<file path="src/hw/rtl/rvx_pkg.sv">
`timescale 1ns / 1ps
// ----------------------------------------------------------------------------
// rvx_pkg
// Shared kinds, state types and command/status structs of the RV64IM
// integer execute core.
// ----------------------------------------------------------------------------
package rvx_pkg;

   localparam int XLEN = 64;

   typedef logic [5:0] kind_type;

   localparam kind_type K_LUI    = 6'd0;
   localparam kind_type K_AUIPC  = 6'd1;
   localparam kind_type K_JAL    = 6'd2;
   localparam kind_type K_JALR   = 6'd3;
   localparam kind_type K_BEQ    = 6'd4;
   localparam kind_type K_BNE    = 6'd5;
   localparam kind_type K_BLT    = 6'd6;
   localparam kind_type K_BGE    = 6'd7;
   localparam kind_type K_BLTU   = 6'd8;
   localparam kind_type K_BGEU   = 6'd9;
   localparam kind_type K_ADDI   = 6'd10;
   localparam kind_type K_XORI   = 6'd11;
   localparam kind_type K_ORI    = 6'd12;
   localparam kind_type K_ANDI   = 6'd13;
   localparam kind_type K_SLLI   = 6'd14;
   localparam kind_type K_SRLI   = 6'd15;
   localparam kind_type K_SRAI   = 6'd16;
   localparam kind_type K_SLTI   = 6'd17;
   localparam kind_type K_SLTIU  = 6'd18;
   localparam kind_type K_ADDIW  = 6'd19;
   localparam kind_type K_SLLIW  = 6'd20;
   localparam kind_type K_SRLIW  = 6'd21;
   localparam kind_type K_SRAIW  = 6'd22;
   localparam kind_type K_ADD    = 6'd23;
   localparam kind_type K_SUB    = 6'd24;
   localparam kind_type K_XOR    = 6'd25;
   localparam kind_type K_OR     = 6'd26;
   localparam kind_type K_AND    = 6'd27;
   localparam kind_type K_SLT    = 6'd28;
   localparam kind_type K_SLTU   = 6'd29;
   localparam kind_type K_SLL    = 6'd30;
   localparam kind_type K_SRL    = 6'd31;
   localparam kind_type K_SRA    = 6'd32;
   localparam kind_type K_ADDW   = 6'd33;
   localparam kind_type K_SUBW   = 6'd34;
   localparam kind_type K_SLLW   = 6'd35;
   localparam kind_type K_SRLW   = 6'd36;
   localparam kind_type K_SRAW   = 6'd37;
   localparam kind_type K_LB     = 6'd38;
   localparam kind_type K_LH     = 6'd39;
   localparam kind_type K_LW     = 6'd40;
   localparam kind_type K_LBU    = 6'd41;
   localparam kind_type K_LHU    = 6'd42;
   localparam kind_type K_LWU    = 6'd43;
   localparam kind_type K_LD     = 6'd44;
   localparam kind_type K_SB     = 6'd45;
   localparam kind_type K_SH     = 6'd46;
   localparam kind_type K_SW     = 6'd47;
   localparam kind_type K_SD     = 6'd48;
   localparam kind_type K_ECALL  = 6'd49;
   localparam kind_type K_EBREAK = 6'd50;
   localparam kind_type K_MUL    = 6'd51;
   localparam kind_type K_MULW   = 6'd52;
   localparam kind_type K_DIV    = 6'd53;
   localparam kind_type K_DIVW   = 6'd54;
   localparam kind_type K_DIVU   = 6'd55;
   localparam kind_type K_DIVUW  = 6'd56;
   localparam kind_type K_REM    = 6'd57;
   localparam kind_type K_REMW   = 6'd58;
   localparam kind_type K_REMU   = 6'd59;
   localparam kind_type K_REMUW  = 6'd60;

   localparam logic [1:0] MEM_NONE  = 2'd0;
   localparam logic [1:0] MEM_LOAD  = 2'd1;
   localparam logic [1:0] MEM_STORE = 2'd2;

   localparam logic [1:0] TRAP_NONE   = 2'd0;
   localparam logic [1:0] TRAP_ECALL  = 2'd1;
   localparam logic [1:0] TRAP_EBREAK = 2'd2;
   localparam logic [1:0] TRAP_UNSUP  = 2'd3;

   typedef enum logic [1:0] {
      CTL_IDLE,
      CTL_ALU,
      CTL_MD
   } ctl_state_type;

   typedef enum logic [2:0] {
      MD_IDLE,
      MD_MUL,
      MD_DIV,
      MD_FIX,
      MD_DONE
   } md_state_type;

   typedef struct packed {
      logic is_mul;
      logic word;
      logic sgn;
      logic rem;
   } md_op_type;

   typedef struct packed {
      logic accept;
      logic start_md;
      logic load_alu;
      logic load_md;
   } cmd_type;

   typedef struct packed {
      logic is_md;
      logic md_done;
   } status_type;

   function automatic logic [63:0] sx32(input logic [63:0] x);
      return {{32{x[31]}}, x[31:0]};
   endfunction

endpackage

</file>
<file path="src/hw/rtl/rvx_controller.sv">
`timescale 1ns / 1ps
// ----------------------------------------------------------------------------
// rvx_controller
// Sequences one word at a time: capture, execute or wait for the
// multiply/divide unit, then hand the result to the output register.
// ----------------------------------------------------------------------------
module rvx_controller (
   input  logic                clock,
   input  logic                reset,
   input  logic                req_tvalid,
   output logic                req_tready,
   output logic                rsp_tvalid,
   input  logic                rsp_tready,
   input  rvx_pkg::status_type status,
   output rvx_pkg::cmd_type    cmd
);
   import rvx_pkg::*;

   ctl_state_type state_ff, state_in;
   logic          valid_ff, valid_in;
   logic          slot_free;

   assign slot_free = !valid_ff || rsp_tready;

   always_comb begin
      state_in = state_ff;
      unique case (state_ff)
         CTL_IDLE: if (req_tvalid) state_in = CTL_ALU;
         CTL_ALU: begin
            if (status.is_md) begin
               state_in = CTL_MD;
            end else if (slot_free) begin
               state_in = CTL_IDLE;
            end
         end
         CTL_MD: if (status.md_done && slot_free) state_in = CTL_IDLE;
         default: state_in = CTL_IDLE;
      endcase
   end

   always_comb begin
      req_tready = (state_ff == CTL_IDLE);
      cmd.accept = (state_ff == CTL_IDLE) && req_tvalid;
      cmd.start_md = (state_ff == CTL_ALU) && status.is_md;
      cmd.load_alu = (state_ff == CTL_ALU) && !status.is_md && slot_free;
      cmd.load_md = (state_ff == CTL_MD) && status.md_done && slot_free;
      if (cmd.load_alu || cmd.load_md) begin
         valid_in = 1'b1;
      end else if (rsp_tready) begin
         valid_in = 1'b0;
      end else begin
         valid_in = valid_ff;
      end
   end

   always_ff @(posedge clock) begin
      if (reset) begin
         state_ff <= CTL_IDLE;
         valid_ff <= 1'b0;
      end else begin
         state_ff <= state_in;
         valid_ff <= valid_in;
      end
   end

   assign rsp_tvalid = valid_ff;

endmodule

</file>
<file path="config.mk">
export PLATFORM = sky130hd
export DESIGN_NAME = rvx_controller
export DESIGN_NICKNAME = d
export VERILOG_FILES = /design/src/hw/rtl/rvx_pkg.sv /design/src/hw/rtl/rvx_controller.sv
export SDC_FILE = /design/constraint.sdc
export NUM_CORES = 1
export LEC_CHECK = 0
export BUFFER_PORTS_ARGS = -buffer_cell sky130_fd_sc_hd__buf_2
export CAP_MARGIN = 10
export CORE_AREA = 2 2 39 41
export DETAILED_ROUTE_END_ITERATION = 12
export DIE_AREA = 0 0 41 43
export PLACE_DENSITY_LB_ADDON = 0.12
export SLEW_MARGIN = 20
export SYNTH_ARGS = -nofsm -noshare
export SYNTH_HDL_FRONTEND = slang
export SYNTH_SLANG_ARGS = --single-unit
</file>
<file path="constraint.sdc">
create_clock -name clock -period 1.2 [get_ports clock]
set_input_delay 0.18 -clock clock [delete_from_list [all_inputs] [get_ports clock]]
set_output_delay 0.18 -clock clock [all_outputs]
set_load 0.05 [all_outputs]
</file>
### Yosys cells after proc, flatten, opt, wreduce, memory -nomap -nowiden

Index checks and enable logic that the tools add are counted.

* input bits: 6
* bits in registers: 3
* bits in read-only memories: 0
* bits in latches: 0
* logic and storage cells: 28
* RAM bits: 0
* memories kept: 0

* divide/modulo/power cells: 0
* multipliers: 0
* shift-type cells: 0
* eq/ne operators: 5
* multiplexer cells: 7
* add/subtract/negate cells: 0
* order comparisons: 0
* bitwise logic cells: 0
* reduce and logical (&&, ||, !) cells: 14

Operators with widths (count)
* 2-bit two-way mux: 4
* 1-bit logical AND: 7
* 2-bit case mux with 3 select lines: 1
* 2-bit inequality test (second input constant): 2
* 3-bit inequality test (second input constant): 1
* 3-bit AND reduction: 1
* 2-bit by 1-bit equality test with 1-bit output (second input constant): 1
* 2-bit equality test (second input constant): 1
* 1-bit zero test: 2
* 2-bit zero test: 1
* 1-bit logical OR: 2
* 1-bit two-way mux: 2
* 2-bit nonzero test: 1

### Longest topological paths before layout

Gate-level depths: netlist (run 1).

* word-level depth: 5
* gate-level depth with buffers: 3

### Worst setup path after synthesis (run 1)

Ideal clock, no wire load.

* kind: register to output
* start point: register state_ff[1]
* end point: output port cmd[3] in the netlist's numbering
* cell stages (with the launch flop): 3
* path buffers: 0
* setup slack: -529 ps
* arrival time: 1549 ps
* cells stage by stage: dfxtp_1 nor2_1 and2_1

RTL lines
* start, declared: RTL line rvx_controller.sv:19 `ctl_state_type state_ff, state_in;`
* start signal, assigned: RTL line rvx_controller.sv:61 `state_ff <= state_in;`
* end, declared: RTL line rvx_controller.sv:15 `output rvx_pkg::cmd_type cmd`

==> flow_summary.ini, run 1 <==
[synthesis]
synthesis.nets = 29
syn_avg_cell_area_um2 = 7.67
synth.area.top_cells = dfxtp_1 34%, nor2b_1 7.1%, nor3b_2 7.1%
synth_ff_type = dfxtp_1
yosysWarnings = 0
synth_area_um2 = 176
netlist_instances = 23
async_reset_ff_frac = 0
synth.largest_area_cell = dfxtp_1
synthTopCellsByCount = 3 x dfxtp_1, 3 x inv_1, 3 x nor2_1
yosysUniqueCellTypes = 15
synth_edf_count = 0
synth_seq_cells = 3
yosysTopAreaCellShare = 0.340
synth_seq_area_share = 0.340

[cells_and_area]
multi_input_area_um2 = 131
n_fill_cell = 152
drive_gt1_frac = 0.705
finalNetCount = 51
seqCellArea_um2 = 68.8
synthToLayoutAreaGrowth_pct = 125
antenna_cells = 0

[global_routing]
grt_antenna_before_repair = 0
grt_max_degree = 6
grt_overflow = 0
grt_pass1_wl_um = 855
grt.total_usage = 0.0742
grt_pass1_vias = 222

[cts]
insertion_delay_ns = 0.23
cts_tree = done
ctsHoldBuffers = 0
h-tree-depth = 1
cts-root-buf = clkbuf_4
clockBufferDepth = 2
numCtsBuffers = 3
clk_pin_slew_ns = 0.04
clock-sinks = 3

[hold_path]
hold_end = state_ff[1]$_SDFFE_PP0P_
hp-start = reset
min_path_cells = 2
hp-class = input pin to register

[routing]
drc_errors = 0
wire_per_inst_um = 8.18
drt_iter0_drc = 4
drt_wl_total_um = 491
route.vias.total = 229
dr.pass1.iters = 3
final_antenna_net_count = 0
vias_per_cell = 3.82

[worst_setup_path]
critPathMaxStageDelay_ns = 0.36
ff2ff_path_depth = 4
path_class = register to output port
arrival_ns = 1.09
cp_cell_sequence = nor3b_2, nor2b_4, buf_6
worstPathRequired_ns = 1.02
ff2ff_setup_slack_ns = 0.16
end_kind = output port
reg2reg_from = state_ff[1]$_SDFFE_PP0P_
cpMaxStageDelayCell = dfxtp_4
r2r_end = rsp_tvalid$_SDFFE_PP0P_
cp-start-kind = register
path_max_fanout = 5

[pwr]
peakVddDrop_mv = 0.346
clock_power_share = 0.433
power_per_cell_area_nw_per_um2 = 1020
switching_power_uw = 121
total_power_uw = 403
p_leak_nw = 0.192
power.internal_uw = 282
pwr-share-seq = 0.271
p_sw_frac = 0.301
combPwrFrac = 0.296

[timing]
finalSetupViolCount = 4
worst_slew_pin_slew_ns = 0.248
finalClockSkew_ns = 0.00241
layout_worst_path_cycle_share = 1.06
relSlewSlack = 0.836
slew_viol_final = 0
rsz0062_at_grt = true
max_freq_ghz = 0.786
hold_viol = 0
setup_slack_ns = -0.0715
period_minus_slack_ns = 1.27

[place]
port_buffers = 11
place_hpwl_um = 410
gp_congestion = 0.658
dp_slack_ns = 0.00812

[outcome]
violations = setup timing
status = finished with violations

[floorplanning]
die_x_um = 41
core_um2 = 1380
std_cell_rows = 14
die_h_um = 43
io_pins = 12
dieArea_um2 = 1760
initial_core_util = 0.127

[flow_run]
maxCapViolations = 0
[cell type report]
type | count | area share
timing repair buffer | 17 | 0.350
multi-input combinational | 17 | 0.331
sequential | 3 | 0.174
clock buffer | 4 | 0.0662
tap | 16 | 0.0505
inverter | 3 | 0.0284
[cells by family after synthesis]
kind of cell    count (synthesis)  synth area share
simple gates                   13             0.440
compound gates                  4             0.156
flops                           3             0.340
buf+inv                         3            0.0638
[timing repair]
item / CTS / global route
resized for setup: 16 / 1
setup buffers: 3 / 0
pin swaps: 3 / 3
setup endpoints to repair: 5 / 5
gates cloned: 0 / 0
[registers in the layout (all words and copies together) (netlist names)]
signal      count
rsp_tvalid      1
state_ff        2
[worst max-delay path by stage]
stage | start | end | slack [ns]
after global placement | state_ff[0]$_SDFFE_PP0P_ | cmd[1] | 0.04
final | state_ff[0]$_SDFFE_PP0P_ | cmd[1] | -0.07
after floorplan | state_ff[0]$_SDFFE_PP0P_ | cmd[2] | -0.002
after detailed placement | state_ff[0]$_SDFFE_PP0P_ | cmd[1] | 0.008
after global routing | state_ff[0]$_SDFFE_PP0P_ | cmd[1] | -0.12
after CTS | state_ff[0]$_SDFFE_PP0P_ | cmd[1] | -0.09
[power groups by stage]
stage | combinational (mW) | sequential (mW) | clock [mW]
after global routing | 0.129 | 0.110 | 0.191
after CTS | 0.121 | 0.111 | 0.184
after floorplan | 0.0594 | 0.119 | 0
final | 0.119 | 0.109 | 0.174
after global placement | 0.0978 | 0.111 | 0
after detailed placement | 0.0971 | 0.112 | 0
[routing by layer]
layer	vias up	global-route usage	part of all wire	wire [um]
met5	-	0	0	0
met4	0	0.0600	0	0
met3	0	0.0366	0.081	40
met2	9	0.103	0.49	242
met1	102	0.0801	0.43	209
li1	118	-	-	-
[cell usage in the layout (no fill, tap or decap), types with 2 or more instances in the layout]
| master | synthesis | routed |
|---|---|---|
| buf_2 | 0 | 6 |
| buf_4 | 0 | 5 |
| buf_6 | 0 | 5 |
| inv_1 | 3 | 3 |
| clkbuf_4 | 0 | 3 |
| nand2_1 | 2 | 2 |
| nor2_4 | 0 | 2 |
| dfxtp_4 | 0 | 2 |
[through the flow]
| stage | hold slack [ns] | utilization | TNS (ns) | instance area [um2] | instances |
|---|---|---|---|---|---|
| 6_report | 0.129 | 0.287 | -0.216 | 397 | 60 |
| 5_1_grt | 0.138 | 0.287 | -0.446 | 397 | 60 |
| 4_1_cts | 0.124 | 0.285 | -0.334 | 394 | 60 |
| 3_5_place_dp | 0.378 | 0.217 | 0 | 300 | 53 |
| 3_3_place_gp | 0.382 | 0.217 | 0 | 300 | 53 |
| 2_1_floorplan | 0.242 | - | -0.00239 | 203 | 23 |
[critical path: cells and delay by family, from the launching register on]
kind | cells | cell delay (ns)
and+or+nand+nor | 2 | 0.34
buffers and inverters | 1 | 0.15
DFF | 1 | 0.36
Power figures use the tool's default switching activity.
==> run 2, diff against run 1 <==
- REMOVE_ABC_BUFFERS: not set -> 1
==> run 2 against run 1 <==
Compared with the run above: the flow still finishes with violations (setup timing); register-to-register slack got worse by 0.02 ns; final cell count fell by 3.3%; first-iteration DRC count rose by 25%; wire length rose by 0.81%; largest cell class is now multi-input combinational cells.
==> flow_summary.ini, run 2 (synthesis results as in run 1) <==
[worst_setup_path]
path_class = register to output port
cp-start-kind = register
cpLargestDelayFamily = flip-flops
arrival_ns = 1.11
end_kind = output port
cpMaxStageDelayCell = dfxtp_4
cp_cell_sequence = nor3b_4, nor2b_4, buf_6
path_max_fanout = 4
critPathMaxStageDelay_ns = 0.37
worstPathRequired_ns = 1.02
path_buf_inv = 1

[routing]
drt_wl_total_um = 495
drc_errors = 0
drt_iter0_drc = 5
wire_per_inst_um = 8.53
route.vias.total = 225
vias_per_cell = 3.88
dr.pass1.iters = 4
final_antenna_net_count = 0

[cts]
clock-sinks = 3
h-tree-depth = 1
clockBufferDepth = 2
ctsHoldBuffers = 0
cts_tree = done
cts-root-buf = clkbuf_4
numCtsBuffers = 3
insertion_delay_ns = 0.23
clk_pin_slew_ns = 0.04

[timing]
whs_ns = 0.134
slew_viol_final = 0
period_minus_slack_ns = 1.29
relSlewSlack = 0.840
finalClockSkew_ns = 0.00406
worst_slew_pin_slew_ns = 0.240
layout_worst_path_cycle_share = 1.07
hold_viol = 0
max_freq_ghz = 0.776
finalSetupViolCount = 5
rsz0062_at_grt = true
setup_slack_ns = -0.0879

[floorplanning]
io_pins = 12
die_h_um = 43
dieArea_um2 = 1760
die_x_um = 41
initial_core_util = 0.127
std_cell_rows = 14
core_um2 = 1380

[cells_and_area]
n_fill_cell = 163
regMostFlops = state_ff
drive_gt1_frac = 0.690
seqCellArea_um2 = 67.6
antenna_cells = 0
finalNetCount = 49
synthToLayoutAreaGrowth_pct = 114
stdcell_area_um2 = 378
mostFrequentLayoutCells = 6 x buf_2, 5 x buf_4, 3 x inv_1, 3 x clkbuf_4, 3 x buf_6
largest_register_ff_count = 2
multi_input_area_um2 = 136
final_util = 0.273
layout_commonest_cell = buf_2

[global_routing]
grt_pass1_vias = 207
grt_overflow = 0
grt.total_usage = 0.0711
grt_antenna_before_repair = 0
grt_max_degree = 6
grt_pass1_wl_um = 793

[pwr]
peakVddDrop_mv = 0.302
p_leak_nw = 0.177
total_power_uw = 405
power_per_cell_area_nw_per_um2 = 1070

[place]
dp_slack_ns = 0.0198
gp_congestion = 0.624
port_buffers = 11
place_area_um2 = 267
place_hpwl_um = 380

[flow_run]
maxCapViolations = 0

[hold_path]
hp-class = input pin to register

[outcome]
violations = setup timing
status = finished with violations
-- run 2: metal layers --
layer	vias to the layer above	global-route usage	share of wire
met5	-	0	0
met4	0	0.0600	0
met3	0	0.0314	0.11
met2	9	0.0938	0.45
met1	102	0.0831	0.44
li1	114	-	-
-- run 2: final timing paths --
| check | slack, ns | cells after the start | from | end |
|---|---|---|---|---|
| hold / removal | 0.13 | 2 | reset | state_ff[1]$_SDFFE_PP0P_ |
| setup reg to reg | 0.14 | 5 | state_ff[0]$_SDFFE_PP0P_ | state_ff[1]$_SDFFE_PP0P_ |
| setup / recovery | -0.09 | 3 | state_ff[0]$_SDFFE_PP0P_ | cmd[1] |
| hold reg to reg | 0.46 | 1 | state_ff[1]$_SDFFE_PP0P_ | state_ff[0]$_SDFFE_PP0P_ |
-- run 2: what timing repair did --
action	4_1_cts	5_1_grt
gates resized for setup	17	6
pin swaps	1	3
setup endpoints to repair	5	5
buffers inserted	0	2
-- run 2: area by class of cell --
type | count | share of cell area
Clock buffer | 4 | 0.0695
Sequential cell | 3 | 0.179
Timing Repair Buffer | 15 | 0.308
Multi-Input combinational cell | 17 | 0.361
Tap cell | 16 | 0.0530
Inverter | 3 | 0.0298
-- run 2: power by group --
part / leakage, nW / internal, mW / total [mW] / switching [mW]
Clock: 0.0150 / 0.125 / 0.179 / 0.0539
Combinational: 0.136 / 0.0505 / 0.116 / 0.0658
Sequential: 0.0260 / 0.103 / 0.110 / 0.00646
-- run 2: metrics by stage --
step                      std cells  TNS [ns]
after floorplan                  23     -1.34
after global placement           52         0
after detailed placement         52         0
after CTS                        56    -0.363
after global routing             58    -0.532
final                            58    -0.336
==> run 3, diff against run 2 <==
- ABC_AREA: not set -> 1
- CAP_MARGIN: 10 -> not set
==> run 3 against run 2 <==
Compared with the run above: the run still ends with setup timing left; via count grew 3.6%; sequential power about the same; non-clock buffer count down 1; highest routed layer is now met4.
==> flow_summary.ini, run 3 <==
[timing]
layout_worst_path_cycle_share = 1.02
period_minus_slack_ns = 1.23
hold_viol = 0
setup_slack_ns = -0.0289
finalSetupViolCount = 3
rsz0062_at_grt = true
relSlewSlack = 0.836
worst_slew_pin_slew_ns = 0.247
max_freq_ghz = 0.814
slew_viol_final = 0
finalClockSkew_ns = 0.00520

[worst_setup_path]
arrival_ns = 1.05
worstPathRequired_ns = 1.02
critPathMaxStageDelay_ns = 0.34
reg2reg_from = state_ff[0]$_SDFFE_PP0P_
end_kind = output port
cp_cell_sequence = inv_2, nor2_4, nand2_2, nor2_2, buf_6
cp-start-kind = register
cpMaxStageDelayCell = dfxtp_2
ff2ff_path_depth = 9
path_buf_inv = 2
ff2ff_setup_slack_ns = 0.12
path_max_fanout = 3
path_class = register to output port
r2r_end = rsp_tvalid$_SDFFE_PP0P_
cpLargestDelayFamily = flip-flops
cp-startpoint = state_ff[0]$_SDFFE_PP0P_

[synthesis]
yosysUniqueCellTypes = 7
synth_most_common_cell = inv_1
synth_seq_cells = 3
synth_edf_count = 0
yosysWarnings = 0
synth_ff_type = dfxtp_1
synth_seq_area_share = 0.353
synth.largest_area_cell = dfxtp_1
netlist_instances = 30
synth.area.top_cells = dfxtp_1 35%, inv_1 20%, nand2_1 15%
synth_area_um2 = 170
syn_avg_cell_area_um2 = 5.67
yosysTopAreaCellShare = 0.353
async_reset_ff_frac = 0
synthTopCellsByCount = 9 x inv_1, 7 x nand2_1, 5 x nor2_1

[floorplanning]
std_cell_rows = 14
dieArea_um2 = 1760
die_h_um = 43
die_x_um = 41
initial_core_util = 0.123
core_um2 = 1380
io_pins = 12

[global_routing]
grt_pass1_vias = 211
grt_overflow = 0
grt.total_usage = 0.0701
grt_pass1_wl_um = 779
grt_max_degree = 5
grt_antenna_before_repair = 0

[hold_path]
hp-start = reset
min_path_cells = 2
hold_end = state_ff[0]$_SDFFE_PP0P_
hp-class = input pin to register

[cts]
clockBufferDepth = 2
cts-root-buf = clkbuf_4
cts_tree = done
ctsHoldBuffers = 0
insertion_delay_ns = 0.23
h-tree-depth = 1
clock-sinks = 3
clk_pin_slew_ns = 0.04
numCtsBuffers = 3

[place]
place_hpwl_um = 368
port_buffers = 11
gp_congestion = 0.567
dp_slack_ns = 0.0929
place_area_um2 = 245
dp.cells = 57

[routing]
drt_iter0_drc = 5
wire_per_inst_um = 7.22
dr.pass1.iters = 2
drt_wl_total_um = 462
vias_per_cell = 3.64
drc_errors = 0
route.vias.total = 233
final_antenna_net_count = 0

[pwr]
power_per_cell_area_nw_per_um2 = 1100
p_leak_nw = 0.202
peakVddDrop_mv = 0.252

[flow_run]
maxCapViolations = 0

[cells_and_area]
mostFrequentLayoutCells = 8 x inv_1, 6 x nand2_1, 6 x buf_2, 6 x buf_6, 4 x clkbuf_4
antenna_cells = 0
regMostFlops = state_ff
layout_commonest_cell = inv_1
layoutNonFillerInstCount = 64
largest_register_ff_count = 2
finalNetCount = 55
stdcell_area_um2 = 359
synthToLayoutAreaGrowth_pct = 111
drive_gt1_frac = 0.542

[outcome]
violations = setup timing
status = finished with violations
==> run 3: cell count changes after synthesis, sizes merged, moves of 3 or more <==
cell	previous run	this run
nand2	2	7
nand3	0	3
nor2b	3	0
inv	3	9
nor2	3	6
==> run 3: metal layers <==
metal / track usage / routed length (um) / up-vias / share of wire
met5: 0 / 0 / - / 0
met4: 0.0600 / 4 / 0 / 0.0087
met1: 0.0767 / 193 / 100 / 0.42
met3: 0.0471 / 53 / 2 / 0.11
li1: - / - / 122 / -
met2: 0.0875 / 210 / 9 / 0.45
==> run 3: worst reg2reg max path, stage by stage, from the launching register on <==
cell	delay, ns
dfxtp_2	0.34
inv_2	0.05
nor2_4	0.10
nand2_2	0.07
buf_6	0.11
buf_4	0.12
buf_6	0.10
nand3_2	0.04
nand2_1	0.05
inv_1	0.04
==> run 3: where the power goes <==
group          switching, mW  leakage (nW)  internal, mW
combinational         0.0685         0.161        0.0396
clock                 0.0538        0.0150         0.125
sequential           0.00497        0.0256         0.104
total                  0.127         0.202         0.269
==> run 3: timing repair <==
item / CTS / global route
buffers inserted: 4 / 0
endpoints found under the setup margin: 4 / 6
resized for setup: 17 / 5
pin swaps: 4 / 5
==> run 3: how the worst max path moves through the flow <==
stage | end | slack (ns) | depth (start not counted)
3_5_place_dp | cmd[1] | 0.09 | 5
5_1_grt | cmd[1] | -0.10 | 5
6_report | cmd[1] | -0.03 | 5
3_3_place_gp | cmd[1] | 0.08 | 5
2_1_floorplan | cmd[3] | -0.50 | 3
4_1_cts | cmd[1] | -0.06 | 5
==> run 3: final cells by class <==
cell class | instances | area [um2]
Clock buffer | 4 | 26.3
Tap cell | 16 | 20.0
Fill cell | 163 | 1020
Timing Repair Buffer | 14 | 113
Inverter | 9 | 33.8
Sequential cell | 3 | 65.1
Multi-Input combinational cell | 18 | 101
==> run 3: per-stage QoR <==
step	setup TNS [ns]	utilization	hold WS (ns)	power, mW
after detailed placement	0	0.177	0.377	0.194
after global placement	0	0.177	0.376	0.195
after global routing	-0.356	0.259	0.121	0.425
after floorplan	-1.22	-	0.249	0.170
final	-0.0607	0.259	0.128	0.396
after CTS	-0.175	0.252	0.122	0.398
==> run 3: kinds of logic after synthesis <==
kind of cell           share of synthesized area
AOI/OAI and AO/OA                         0.0588
DFF                                        0.353
buffers and inverters                      0.199
and+or+nand+nor                            0.390
